`config.mk`:
```
export PLATFORM = sky130hd
export DESIGN_NAME = imu_frame_parser_yaw_unwrap_core
export DESIGN_NICKNAME = d
export VERILOG_FILES = /design/src/hw/rtl/imu_fpy_pkg.sv /design/src/hw/rtl/imu_fpy_frame_asm.sv /design/src/hw/rtl/imu_fpy_yaw_track.sv /design/src/hw/rtl/imu_frame_parser_yaw_unwrap_core.sv
export SDC_FILE = /design/constraint.sdc
export NUM_CORES = 1
export LEC_CHECK = 0
export ABC_AREA = 1
export BUFFER_PORTS_ARGS = -buffer_cell sky130_fd_sc_hd__buf_4
export CORE_ASPECT_RATIO = 1.4
export CORE_MARGIN = 2
export CORE_UTILIZATION = 55
export CTS_CLUSTER_SIZE = 10
export DETAILED_ROUTE_END_ITERATION = 12
export PLACE_DENSITY = 0.77
export SYNTH_ARGS = -nofsm -noshare
export SYNTH_HDL_FRONTEND = slang
export SYNTH_SLANG_ARGS = --single-unit
```
`constraint.sdc`:
```
create_clock -name i_clk -period 10.6 [get_ports i_clk]
set_clock_uncertainty 0.1 [all_clocks]
set_input_delay 2.12 -clock i_clk [delete_from_list [all_inputs] [get_ports i_clk]]
set_output_delay 2.12 -clock i_clk [all_outputs]
set_load 0.01 [all_outputs]
```
`src/hw/rtl/imu_fpy_pkg.sv`:
```
`timescale 1ns / 1ps
// Package for the IMU frame parser / yaw unwrap block: word types, codes,
// frame layout constants and yaw width helpers. No dependencies.
package imu_fpy_pkg;

    // Yaw accumulator width (24..64); outputs carry its low 32 bits.
    localparam int YAW_W = 32;

    localparam int           FRAME_LEN     = 11;
    localparam logic [3:0]   POS_LAST      = 4'(FRAME_LEN - 1);
    localparam logic [3:0]   POS_TYPE      = 4'd1;
    localparam logic [3:0]   POS_RAW_LO    = 4'd6;
    localparam logic [3:0]   POS_RAW_HI    = 4'd7;
    localparam logic [7:0]   FRAME_HEAD    = 8'h55;
    localparam logic [7:0]   TYPE_GYRO     = 8'h52;
    localparam logic [7:0]   TYPE_ANGLE    = 8'h53;
    localparam logic [7:0]   TICKS_RESET   = 8'd50;
    localparam logic [7:0]   TICKS_MAX     = 8'd255;
    localparam logic [7:0]   TIMEOUT_RESET = 8'd50;

    localparam logic [1:0]   CMD_BYTE      = 2'd0;
    localparam logic [1:0]   CMD_TICK      = 2'd1;
    localparam logic [1:0]   CMD_SET_YAW   = 2'd2;

    typedef enum logic [2:0] {
        ST_NONE    = 3'd0,
        ST_ANGLE   = 3'd1,
        ST_GYRO    = 3'd2,
        ST_BAD_SUM = 3'd3,
        ST_OTHER   = 3'd4
    } t_status;

    typedef struct packed {
        logic [1:0]         command;
        logic [7:0]         rx_byte;
        logic signed [31:0] yaw_set_value;
    } t_in_word;

    typedef struct packed {
        logic signed [31:0] yaw_angle;
        logic signed [15:0] gyro_z;
        logic               ready_res;
        logic [31:0]        angle_frame_count;
        logic [2:0]         status;
    } t_out_word;

    // Completed-frame info from the assembler to the yaw tracker.
    typedef struct packed {
        logic        done;
        logic        sum_ok;
        logic [7:0]  kind;
        logic [15:0] raw;
    } t_frame_evt;

    function automatic logic [YAW_W-1:0] ext16_yaw(input logic [15:0] v);
        logic [63:0] w;
        w = {{48{v[15]}}, v};
        return w[YAW_W-1:0];
    endfunction

    function automatic logic [YAW_W-1:0] ext32_yaw(input logic [31:0] v);
        logic [63:0] w;
        w = {{32{v[31]}}, v};
        return w[YAW_W-1:0];
    endfunction

    function automatic logic [31:0] yaw_to_out(input logic [YAW_W-1:0] y);
        logic [63:0] w;
        w = 64'(y);
        return w[31:0];
    endfunction

endpackage

```
`src/hw/rtl/imu_fpy_frame_asm.sv`:
```
`timescale 1ns / 1ps
// Frame assembler: header hunt, byte position, running 8-bit checksum and
// capture of the type and raw value bytes. Depends on imu_fpy_pkg.
module imu_fpy_frame_asm (
    input  logic                   i_clk,
    input  logic                   i_rst_n,
    input  logic                   i_adv,
    input  logic [1:0]             i_cmd,
    input  logic [7:0]             i_byte,
    output imu_fpy_pkg::t_frame_evt o_evt
);
    import imu_fpy_pkg::*;

    logic [3:0] r_pos, n_pos;
    logic [7:0] r_sum, n_sum;
    logic [7:0] r_kind, r_lo, r_hi;
    logic       take, last;

    always_comb begin
        take  = i_adv && (i_cmd == CMD_BYTE) && !((r_pos == 4'd0) && (i_byte != FRAME_HEAD));
        last  = (r_pos == POS_LAST);
        n_pos = r_pos;
        if (take) begin
            n_pos = last ? 4'd0 : r_pos + 4'd1;
        end
        n_sum = (r_pos == 4'd0) ? i_byte : r_sum + i_byte;

        o_evt.done   = take && last;
        o_evt.sum_ok = (r_sum == i_byte);
        o_evt.kind   = r_kind;
        o_evt.raw    = {r_hi, r_lo};
    end

    always_ff @(posedge i_clk) begin
        if (!i_rst_n) begin
            r_pos <= 4'd0;
        end else begin
            r_pos <= n_pos;
        end
    end

    // Payload bytes: no reset, always written before a frame completes.
    always_ff @(posedge i_clk) begin
        if (take && !last) begin
            r_sum <= n_sum;
            if (r_pos == POS_TYPE) begin
                r_kind <= i_byte;
            end
            if (r_pos == POS_RAW_LO) begin
                r_lo <= i_byte;
            end
            if (r_pos == POS_RAW_HI) begin
                r_hi <= i_byte;
            end
        end
    end

endmodule

```
`src/hw/rtl/imu_fpy_yaw_track.sv`:
```
`timescale 1ns / 1ps
// Yaw tracker: frame dispatch, yaw unwrap and zero, tick timeout, set-yaw,
// gyro latch and frame counter; forms the next result word. Depends on imu_fpy_pkg.
module imu_fpy_yaw_track (
    input  logic                    i_clk,
    input  logic                    i_rst_n,
    input  logic                    i_adv,
    input  logic [1:0]              i_cmd,
    input  logic [31:0]             i_set_value,
    input  logic [7:0]              i_timeout,
    input  imu_fpy_pkg::t_frame_evt i_evt,
    output imu_fpy_pkg::t_out_word  o_res
);
    import imu_fpy_pkg::*;

    logic [7:0]       r_ticks, n_ticks;
    logic [15:0]      r_prev, n_prev;
    logic [YAW_W-1:0] r_unw, n_unw;
    logic [YAW_W-1:0] r_zero, n_zero;
    logic [31:0]      r_req, n_req;
    logic             r_have, n_have;
    logic             r_ready, n_ready;
    logic [YAW_W-1:0] r_yaw_out, n_yaw_out;
    logic [15:0]      r_gyro, n_gyro;
    logic [31:0]      r_count, n_count;
    logic [15:0]      diff;
    t_status          status;

    always_comb begin
        n_ticks   = r_ticks;
        n_prev    = r_prev;
        n_unw     = r_unw;
        n_zero    = r_zero;
        n_req     = r_req;
        n_have    = r_have;
        n_ready   = r_ready;
        n_yaw_out = r_yaw_out;
        n_gyro    = r_gyro;
        n_count   = r_count;
        status    = ST_NONE;
        diff      = i_evt.raw - r_prev;

        case (i_cmd)
            CMD_BYTE: begin
                if (i_evt.done) begin
                    if (!i_evt.sum_ok) begin
                        status = ST_BAD_SUM;
                    end else if (i_evt.kind == TYPE_GYRO) begin
                        n_gyro = i_evt.raw;
                        status = ST_GYRO;
                    end else if (i_evt.kind != TYPE_ANGLE) begin
                        status = ST_OTHER;
                    end else begin
                        // first angle frame sets the zero from the pending request
                        if (!r_have) begin
                            n_unw  = ext16_yaw(i_evt.raw);
                            n_zero = n_unw - ext32_yaw(r_req);
                            n_have = 1'b1;
                        end else begin
                            n_unw  = r_unw + ext16_yaw(diff);
                        end
                        n_prev    = i_evt.raw;
                        n_yaw_out = n_unw - n_zero;
                        n_ticks   = 8'd0;
                        n_ready   = 1'b1;
                        n_count   = r_count + 32'd1;
                        status    = ST_ANGLE;
                    end
                end
            end
            CMD_TICK: begin
                if (r_ticks != TICKS_MAX) begin
                    n_ticks = r_ticks + 8'd1;
                end
                if (n_ticks >= i_timeout) begin
                    n_ready = 1'b0;
                    n_gyro  = 16'd0;
                end
            end
            CMD_SET_YAW: begin
                n_req = i_set_value;
                if (r_have) begin
                    n_zero = r_unw - ext32_yaw(i_set_value);
                end
                n_yaw_out = ext32_yaw(i_set_value);
            end
            default: begin
            end
        endcase

        o_res.yaw_angle         = yaw_to_out(n_yaw_out);
        o_res.gyro_z            = n_gyro;
        o_res.ready_res         = n_ready;
        o_res.angle_frame_count = n_count;
        o_res.status            = status;
    end

    always_ff @(posedge i_clk) begin
        if (!i_rst_n) begin
            r_ticks   <= TICKS_RESET;
            r_prev    <= 16'd0;
            r_unw     <= '0;
            r_zero    <= '0;
            r_req     <= 32'd0;
            r_have    <= 1'b0;
            r_ready   <= 1'b0;
            r_yaw_out <= '0;
            r_gyro    <= 16'd0;
            r_count   <= 32'd0;
        end else if (i_adv) begin
            r_ticks   <= n_ticks;
            r_prev    <= n_prev;
            r_unw     <= n_unw;
            r_zero    <= n_zero;
            r_req     <= n_req;
            r_have    <= n_have;
            r_ready   <= n_ready;
            r_yaw_out <= n_yaw_out;
            r_gyro    <= n_gyro;
            r_count   <= n_count;
        end
    end

endmodule

```
`src/hw/rtl/imu_frame_parser_yaw_unwrap_core.sv`:
```
`timescale 1ns / 1ps
// Top level of the IMU serial frame parser with yaw unwrap.
// Depends on imu_fpy_pkg, imu_fpy_frame_asm and imu_fpy_yaw_track.
//
// Each input word carries one command: a received serial byte, a timer tick
// or a set-current-yaw request. Bytes are assembled into 11-byte frames that
// start with 0x55 and end in an 8-bit sum checksum; good gyro frames (type
// 0x52) latch the raw Z rate, good angle frames (type 0x53) advance an
// unwrapped yaw accumulator (the first one sets the zero). Every input word
// produces exactly one output word with the current yaw, gyro, ready flag,
// angle frame count and a status code for what the word completed.
// Throughput is one word per clock unless results stall; a word passes the input
// register, then the frame/yaw logic into the result register. The output
// register decouples the sides: a new word is taken while a result waits,
// and o_in_ready follows i_out_ready combinationally when both stages are
// full. The timeout register (reset 50 ticks) is written on the cfg channel,
// which is always ready, and should only be written while the block is idle.
module imu_frame_parser_yaw_unwrap_core (
    input  logic                   i_clk,
    input  logic                   i_rst_n,
    // input words
    input  logic                   i_in_valid,
    output logic                   o_in_ready,
    input  imu_fpy_pkg::t_in_word  i_in_word,
    // result words
    output logic                   o_out_valid,
    input  logic                   i_out_ready,
    output imu_fpy_pkg::t_out_word o_out_word,
    // timeout register write
    input  logic                   i_cfg_valid,
    output logic                   o_cfg_ready,
    input  logic [7:0]             i_cfg_data
);
    import imu_fpy_pkg::*;

    logic       r_s1_valid;
    t_in_word   r_s1_word;
    logic       r_out_valid;
    t_out_word  r_out_word;
    logic [7:0] r_timeout;

    logic       s1_adv;
    t_frame_evt evt;
    t_out_word  res;

    // stage 1 moves on when the result register is empty or being drained
    assign s1_adv      = r_s1_valid && (!r_out_valid || i_out_ready);
    assign o_in_ready  = !r_s1_valid || s1_adv;
    assign o_cfg_ready = 1'b1;
    assign o_out_valid = r_out_valid;
    assign o_out_word  = r_out_word;

    imu_fpy_frame_asm u_frame_asm (
        .i_clk   (i_clk),
        .i_rst_n (i_rst_n),
        .i_adv   (s1_adv),
        .i_cmd   (r_s1_word.command),
        .i_byte  (r_s1_word.rx_byte),
        .o_evt   (evt)
    );

    imu_fpy_yaw_track u_yaw_track (
        .i_clk       (i_clk),
        .i_rst_n     (i_rst_n),
        .i_adv       (s1_adv),
        .i_cmd       (r_s1_word.command),
        .i_set_value (r_s1_word.yaw_set_value),
        .i_timeout   (r_timeout),
        .i_evt       (evt),
        .o_res       (res)
    );

    always_ff @(posedge i_clk) begin
        if (!i_rst_n) begin
            r_s1_valid  <= 1'b0;
            r_out_valid <= 1'b0;
            r_timeout   <= TIMEOUT_RESET;
        end else begin
            if (o_in_ready) begin
                r_s1_valid <= i_in_valid;
            end
            if (s1_adv) begin
                r_out_valid <= 1'b1;
            end else if (i_out_ready) begin
                r_out_valid <= 1'b0;
            end
            if (i_cfg_valid) begin
                r_timeout <= i_cfg_data;
            end
        end
    end

    // payload registers
    always_ff @(posedge i_clk) begin
        if (i_in_valid && o_in_ready) begin
            r_s1_word <= i_in_word;
        end
        if (s1_adv) begin
            r_out_word <= res;
        end
    end

endmodule

```
# [Word level (Yosys, flattened, before mapping)]
# Cells that the tools add are included.
[totals] ff_bits=374 input_bits=55 output_inout_bits=87 word_cells=138
[op_classes] n_addsub=9 order_cmp=1 eq_ne=16 n_mux=53 bitwise_logic=5 n_reduce_logical=27
[ops] operator="$mux 32" n=26
[ops] operator="$pmux 32 s2" n=2
[ops] operator="$sub 32x32->32" n=3
[ops] operator="$mux 16" n=4
[ops] operator="$mux 8" n=7
[ops] operator="$add 32x1->32 const B" n=1
[ops] operator="$add 32x32->32" n=1
[ops] operator="$pmux 16 s2" n=1
[ops] operator="$ne 8x7->1 const B" n=2
[ops] operator="$pmux 8 s2" n=1
[ops] operator="$sub 16x16->16" n=1
[ops] operator="$reduce_and 6->1" n=2
[ops] operator="$reduce_and 2->1" n=5
[ops] operator="$add 8x1->8 const B" n=1
[ops] operator="$add 8x8->8" n=1
[ops] operator="$eq 4x3->1 const B" n=2
[ops] operator="$eq 8x7->1 const B" n=1
[ops] operator="$eq 8x8->1" n=1
[ops] operator="$ge 8x8->1" n=1
[ops] operator="$ne 8x8->1 const B" n=1
[ops] operator="$logic_and 1x1->1" n=7
[ops] operator="$mux 1" n=7
[ops] operator="$reduce_and 7->1" n=1
[ops] operator="$ne 2x2->1 const B" n=3
[ops] operator="17 further kinds" n=29

# [Logic depth before layout (Yosys ltp)]
[logic_depth] word_depth=14 ltp_mapped=44 mapped_depth_nobuf=44

# [Hierarchy]
# Synthesis repeated with hierarchy kept, for this count alone.
[unflattened] hier_cells=3473 area_unflattened_um2=24963.9
[modules_own_cells] mod="imu_fpy_yaw_track" instances=1 cells_each=3126 area_each_um2=19042.0 seq_area_each_um2=4043.9
[modules_own_cells] mod="imu_frame_parser_yaw_unwrap_core" instances=1 cells_each=176 area_each_um2=4189.0 seq_area_each_um2=3983.8
[modules_own_cells] mod="imu_fpy_frame_asm" instances=1 cells_each=171 area_each_um2=1732.9 seq_area_each_um2=1041.0

# [Worst setup path after synthesis]
# Ideal clock, no wire load.
[synth_timing] kind="reg2reg" startpoint="register u_frame_asm.r_lo[2]" endpoint="register u_yaw_track.r_yaw_out[25]" setup_ns=0.111 arrival_ns=5.084 required_ns=10.389 path_slack_ns=5.305 path_stages_with_launch=34 path_buffers=0 period_less_slack_ns=5.295 path_cell_list="edfxtp_1 -> ha_1 -> a21o_1 -> a31oi_1 -> o21ai_0 -> nand3_1 -> nand2_1 -> xor2_1 -> ha_1 -> nand2_1 -> inv_1 -> nand2_1 -> nand2_1 -> a21oi_1 -> xor2_1 -> o21ai_0 -> ha_1 -> nand2_1 -> nor2_1 -> nand2_1 -> nor2_1 -> nand2_1 -> o211ai_1 -> nand3_1 -> nand2_1 -> nand2_1 -> nand2_1 -> nand2_1 -> nand3_1 -> nand2_1 -> o21ai_1 -> nand3_1 -> nand2_1 -> inv_1"
[synth_between] elab_chain_len=14 word_cells_on_any_way=21 cone_classes="add/sub (4); mux (17)"
[synth_rtl] element="start, declared" line_no="imu_fpy_frame_asm.sv:16" rtl="logic [7:0] r_kind, r_lo, r_hi;"
[synth_rtl] element="start signal, assigned" line_no="imu_fpy_frame_asm.sv:50" rtl="r_lo <= i_byte;"
[synth_rtl] element="$sub 16x16->16" line_no="imu_fpy_yaw_track.sv:41" rtl="diff = i_evt.raw - r_prev;"
[synth_rtl] element="$add 32x32->32" line_no="imu_fpy_yaw_track.sv:60" rtl="n_unw = r_unw + ext16_yaw(diff);"
[synth_rtl] element="$mux 32" line_no="imu_fpy_yaw_track.sv:55" rtl="if (!r_have) begin"
[synth_rtl] element="$mux 32" line_no="imu_fpy_yaw_track.sv:51" rtl="end else if (i_evt.kind != TYPE_ANGLE) begin"
[synth_rtl] element="$mux 32" line_no="imu_fpy_yaw_track.sv:48" rtl="end else if (i_evt.kind == TYPE_GYRO) begin"
[synth_rtl] element="$mux 32" line_no="imu_fpy_yaw_track.sv:46" rtl="if (!i_evt.sum_ok) begin"
[synth_rtl] element="$mux 32" line_no="imu_fpy_yaw_track.sv:45" rtl="if (i_evt.done) begin"
[synth_rtl] element="$mux 32" line_no="imu_fpy_yaw_track.sv:43" rtl="case (i_cmd)"
[synth_rtl] element="$sub 32x32->32 (*)" line_no="imu_fpy_yaw_track.sv:63" rtl="n_yaw_out = n_unw - n_zero;"
[synth_rtl] element="$mux 32 (*)" line_no="imu_fpy_yaw_track.sv:51"
[synth_rtl] element="$mux 32 (*)" line_no="imu_fpy_yaw_track.sv:48"
[synth_rtl] element="$mux 32 (*)" line_no="imu_fpy_yaw_track.sv:46"
[synth_rtl] element="$mux 32 (*)" line_no="imu_fpy_yaw_track.sv:45"
[synth_rtl] element="$pmux 32 s2 (*)" line_no="imu_fpy_yaw_track.sv:43"
[synth_rtl] element="end signal, assigned" line_no="imu_fpy_yaw_track.sv:118" rtl="r_yaw_out <= n_yaw_out;"
[synth_rtl] element="end, declared" line_no="imu_fpy_yaw_track.sv:23" rtl="logic [YAW_W-1:0] r_yaw_out, n_yaw_out;"
# Every way passes the cells marked *; elsewhere a longest branch is shown, timed or not. The select of a mux whose other input is x is not followed.
# A chain may end at the register's enable or synchronous reset.

==> reports/metrics.yaml <==
yosys_register_bits: 374
post_dp_hpwl_um: 56100
min_path_type: "flip-flop to flip-flop"
maximum_level_of_the_cts_h_tree: 2
layout_min_cycle_time_ns: 6.27
placed_cells: 4081
grt_antenna_before_repair: 0
dr.pass1.iters: 5
place_ws_ns: 4.45
worst-setup-path-type: "flip-flop to flip-flop"
static_leakage_nw: 13.0
grt_max_degree: 81
crit_path_frequent_cell: "nand2_1"
synth_area_um2: 24500
syn-instance-count: 3453
post-cts-setup-buffer-count: 0
final_max_slew_viol_count: 0
antenna_cells_inserted: 0
synth_ff_type: "dfxtp_1"
fin_area_um2: 27500
relative_area_change_from_synthesis_to_final_layout_pct: 12.2
required_ns: 10.81
synth.yosys.seq_area_share: 0.371
grt_util_all_layers: 0.318
worstSkewPairLatency_ns: 0.57
clkTransAtPathRegs_ns: 0.06
clock_tree.buffer_depth: 3
antenna_left: 0
tritoncts: "built"
grt_overflow: 0
wl_per_cell_um: 17.9
timing.setup.tns_ns: 0
number_of_drc_markers_in_iteration_0: 1789
number_of_enable_flip_flop_cells_after_synthesis: 158
critical-path-top-delay-family: "simple AND/OR/NAND/NOR gates"
cpPeakStageDelay_ns: 0.51
count_of_boundary_i_o_pins: 142
post_route_cells_drive_above_1_share: 0.0757
worst_ir_drop_vdd_uv: 162
totalWireLength_um: 74500
final_util: 0.625
timing.critical_path.arrival_ns: 6.48
synth.lib_cells_used.distinct: 53
floorplan.initialDensity: 0.557
endpoint_kind: "flip-flop"
post_synth.cell_area_avg_um2: 7.09
fp.coreArea_um2: 43900
clock_sinks: 374
placement.io_buffers: 140
unrepaired_setup_endpoints_after_global_routing: "false"
vias: 23100
timing.critical_path.buf_inv: 2
die_height_um: 254
fp.dieArea_um2: 46200
report.final.hold_viol_count: 0
setup_ws_ns: 4.33
core.rowCount: 91
postSynth.asyncResetShare: 0
floorplan.die.width_um: 182
worst-path-max-fanout: 5
relSlewSlack: 0.297
finalCritPeriodShare: 0.591
max-cap-violations: 0
maxClockFrequency_mhz: 160
outcome: "complete, no violations"
setup.worst_path.start_class: "flip-flop"
dpl-instance-area_um2: 26100
detail_route.vias_per_cell: 5.55
cts_hold_repair.buffers: 0
synthesis.yosys.warnings: 0
worst_path_max_delay_cell: "edfxtp_1"
first_pass_grt_wire_length_um: 115000
post_cts_resized: 0
detail_route.drc_violations: 0
finalNonFillerCells: 4164
p_per_area_nw_per_um2: 125
setup_viol: 0
postSynthNetCount: 3662
cts_root_buf: "clkbuf_16"
vias_in_the_first_global_route: 22100
numCtsBuffers: 45
post_layout_net_count: 3779
gp_weighted_congestion: 1.02
max_slew.worst_pin.slew_ns: 1.06
-- flip-flops by register name (all words and copies together) (netlist names) --
name and count:
r_s1_valid 1, u_frame_asm.r_kind 8, u_yaw_track.r_zero 32, u_yaw_track.r_yaw_out 32, u_yaw_track.r_ticks 8, u_yaw_track.r_have 1
o_out_word 84, u_yaw_track.r_count 32, o_out_valid 1, u_yaw_track.r_req 32, u_yaw_track.r_gyro 16, u_frame_asm.r_pos 4
r_timeout 8, u_frame_asm.r_hi 8, u_yaw_track.r_ready 1, u_yaw_track.r_unw 32, r_s1_word 42, u_frame_asm.r_sum 8
u_frame_asm.r_lo 8, u_yaw_track.r_prev 16
-- placed cells by master (no fill, tap or decap), types with 14 or more instances in the layout --
master	n
a21oi_1	299
a31oi_1	14
buf_4	167
clkbuf_1	27
clkbuf_16	46
dfxtp_1	216
edfxtp_1	158
ha_1	148
inv_1	602
nand2_1	816
nand3_1	159
nand4_1	40
nor2_1	274
nor3_1	32
nor4_1	14
o211ai_1	40
o21ai_0	249
o22ai_1	30
or2_2	19
xnor2_1	37
xor2_1	81
-- cells by family after synthesis --
kind of cell	count (synthesis)	share of synthesized area
xor+xnor	118	0.0422
simple gates	1388	0.237
other cells	1	0.000153
mux	2	0.000818
flops	374	0.371
compound gates	705	0.159
fa+ha+maj	154	0.0806
buf+inv	711	0.110
-- power by group --
group / total [mW] / leakage (nW) / internal (mW) / switching (mW)
clock: 1.50 / 0.680 / 0.879 / 0.619
sequential: 1.59 / 3.25 / 1.56 / 0.0282
combinational: 0.358 / 9.12 / 0.123 / 0.236
total: 3.44 / 13.0 / 2.56 / 0.883
-- area by class of cell --
| type | count | area (um2) |
|---|---|---|
| Clock inverter | 4 | 75.1 |
| Inverter | 614 | 2310 |
| Fill cell | 4115 | 16500 |
| Clock buffer | 79 | 1340 |
| Tap cell | 558 | 698 |
| Sequential cell | 374 | 9070 |
| Multi-Input combinational cell | 2368 | 12700 |
| Timing Repair Buffer | 167 | 1250 |
-- worst paths after layout --
path	startpoint	endpoint	slack (ns)	depth (start not counted)
worst min-delay path	u_yaw_track.r_req[16]$_SDFFE_PN0P_	u_yaw_track.r_req[16]$_SDFFE_PN0P_	0.36	2
worst max register to register	u_frame_asm.r_lo[1]$_DFFE_PP_	o_out_word[80]$_DFFE_PP_	4.33	34
worst max-delay path	u_frame_asm.r_lo[1]$_DFFE_PP_	o_out_word[80]$_DFFE_PP_	4.33	34
worst min register to register	u_yaw_track.r_req[16]$_SDFFE_PN0P_	u_yaw_track.r_req[16]$_SDFFE_PN0P_	0.36	2
-- worst min-delay path, cell delays in order, from the launching register on --
cell	delay, ns
dfxtp_1	0.29
inv_1	0.06
a21oi_1	0.05
-- through the flow --
step | hold slack [ns] | power [mW]
6_report | 0.357 | 3.44
5_1_grt | 0.374 | 3.55
4_1_cts | 0.357 | 3.45
3_5_place_dp | 0.350 | 1.96
3_3_place_gp | 0.344 | 1.96
2_1_floorplan | 0.333 | 1.83
-- Yosys cell counts, types with 8 or more instances --
| master | instances | area (um2) |
|---|---|---|
| a31oi_1 | 14 | 87.6 |
| edfxtp_1 | 158 | 4740 |
| o211ai_1 | 40 | 300 |
| xor2_1 | 81 | 709 |
| o21ai_0 | 249 | 1250 |
| nand3_1 | 159 | 796 |
| ha_1 | 148 | 1850 |
| nor2_1 | 276 | 1040 |
| o22ai_1 | 30 | 188 |
| or2_2 | 19 | 119 |
| nor4_1 | 14 | 87.6 |
| buf_2 | 12 | 60.1 |
| a21oi_1 | 299 | 1500 |
| o21a_1 | 10 | 75.1 |
| inv_1 | 608 | 2280 |
| dfxtp_1 | 216 | 4320 |
| a21o_1 | 9 | 67.6 |
| nand3b_1 | 8 | 60.1 |
| nand4_1 | 40 | 250 |
| o221ai_1 | 11 | 96.3 |
| nand2_1 | 817 | 3070 |
| o21ai_1 | 11 | 55.1 |
| buf_1 | 9 | 33.8 |
| clkbuf_1 | 73 | 274 |
| nor3_1 | 32 | 160 |
| xnor2_1 | 37 | 324 |
-- layer usage --
layer,wire (um),part of all wire,global-route usage
met1,29700,0.40,0.376
met2,35500,0.48,0.558
met3,5120,0.069,0.0460
met4,4160,0.056,0.169
met5,0,0,0
Power figures use the tool's default switching activity.
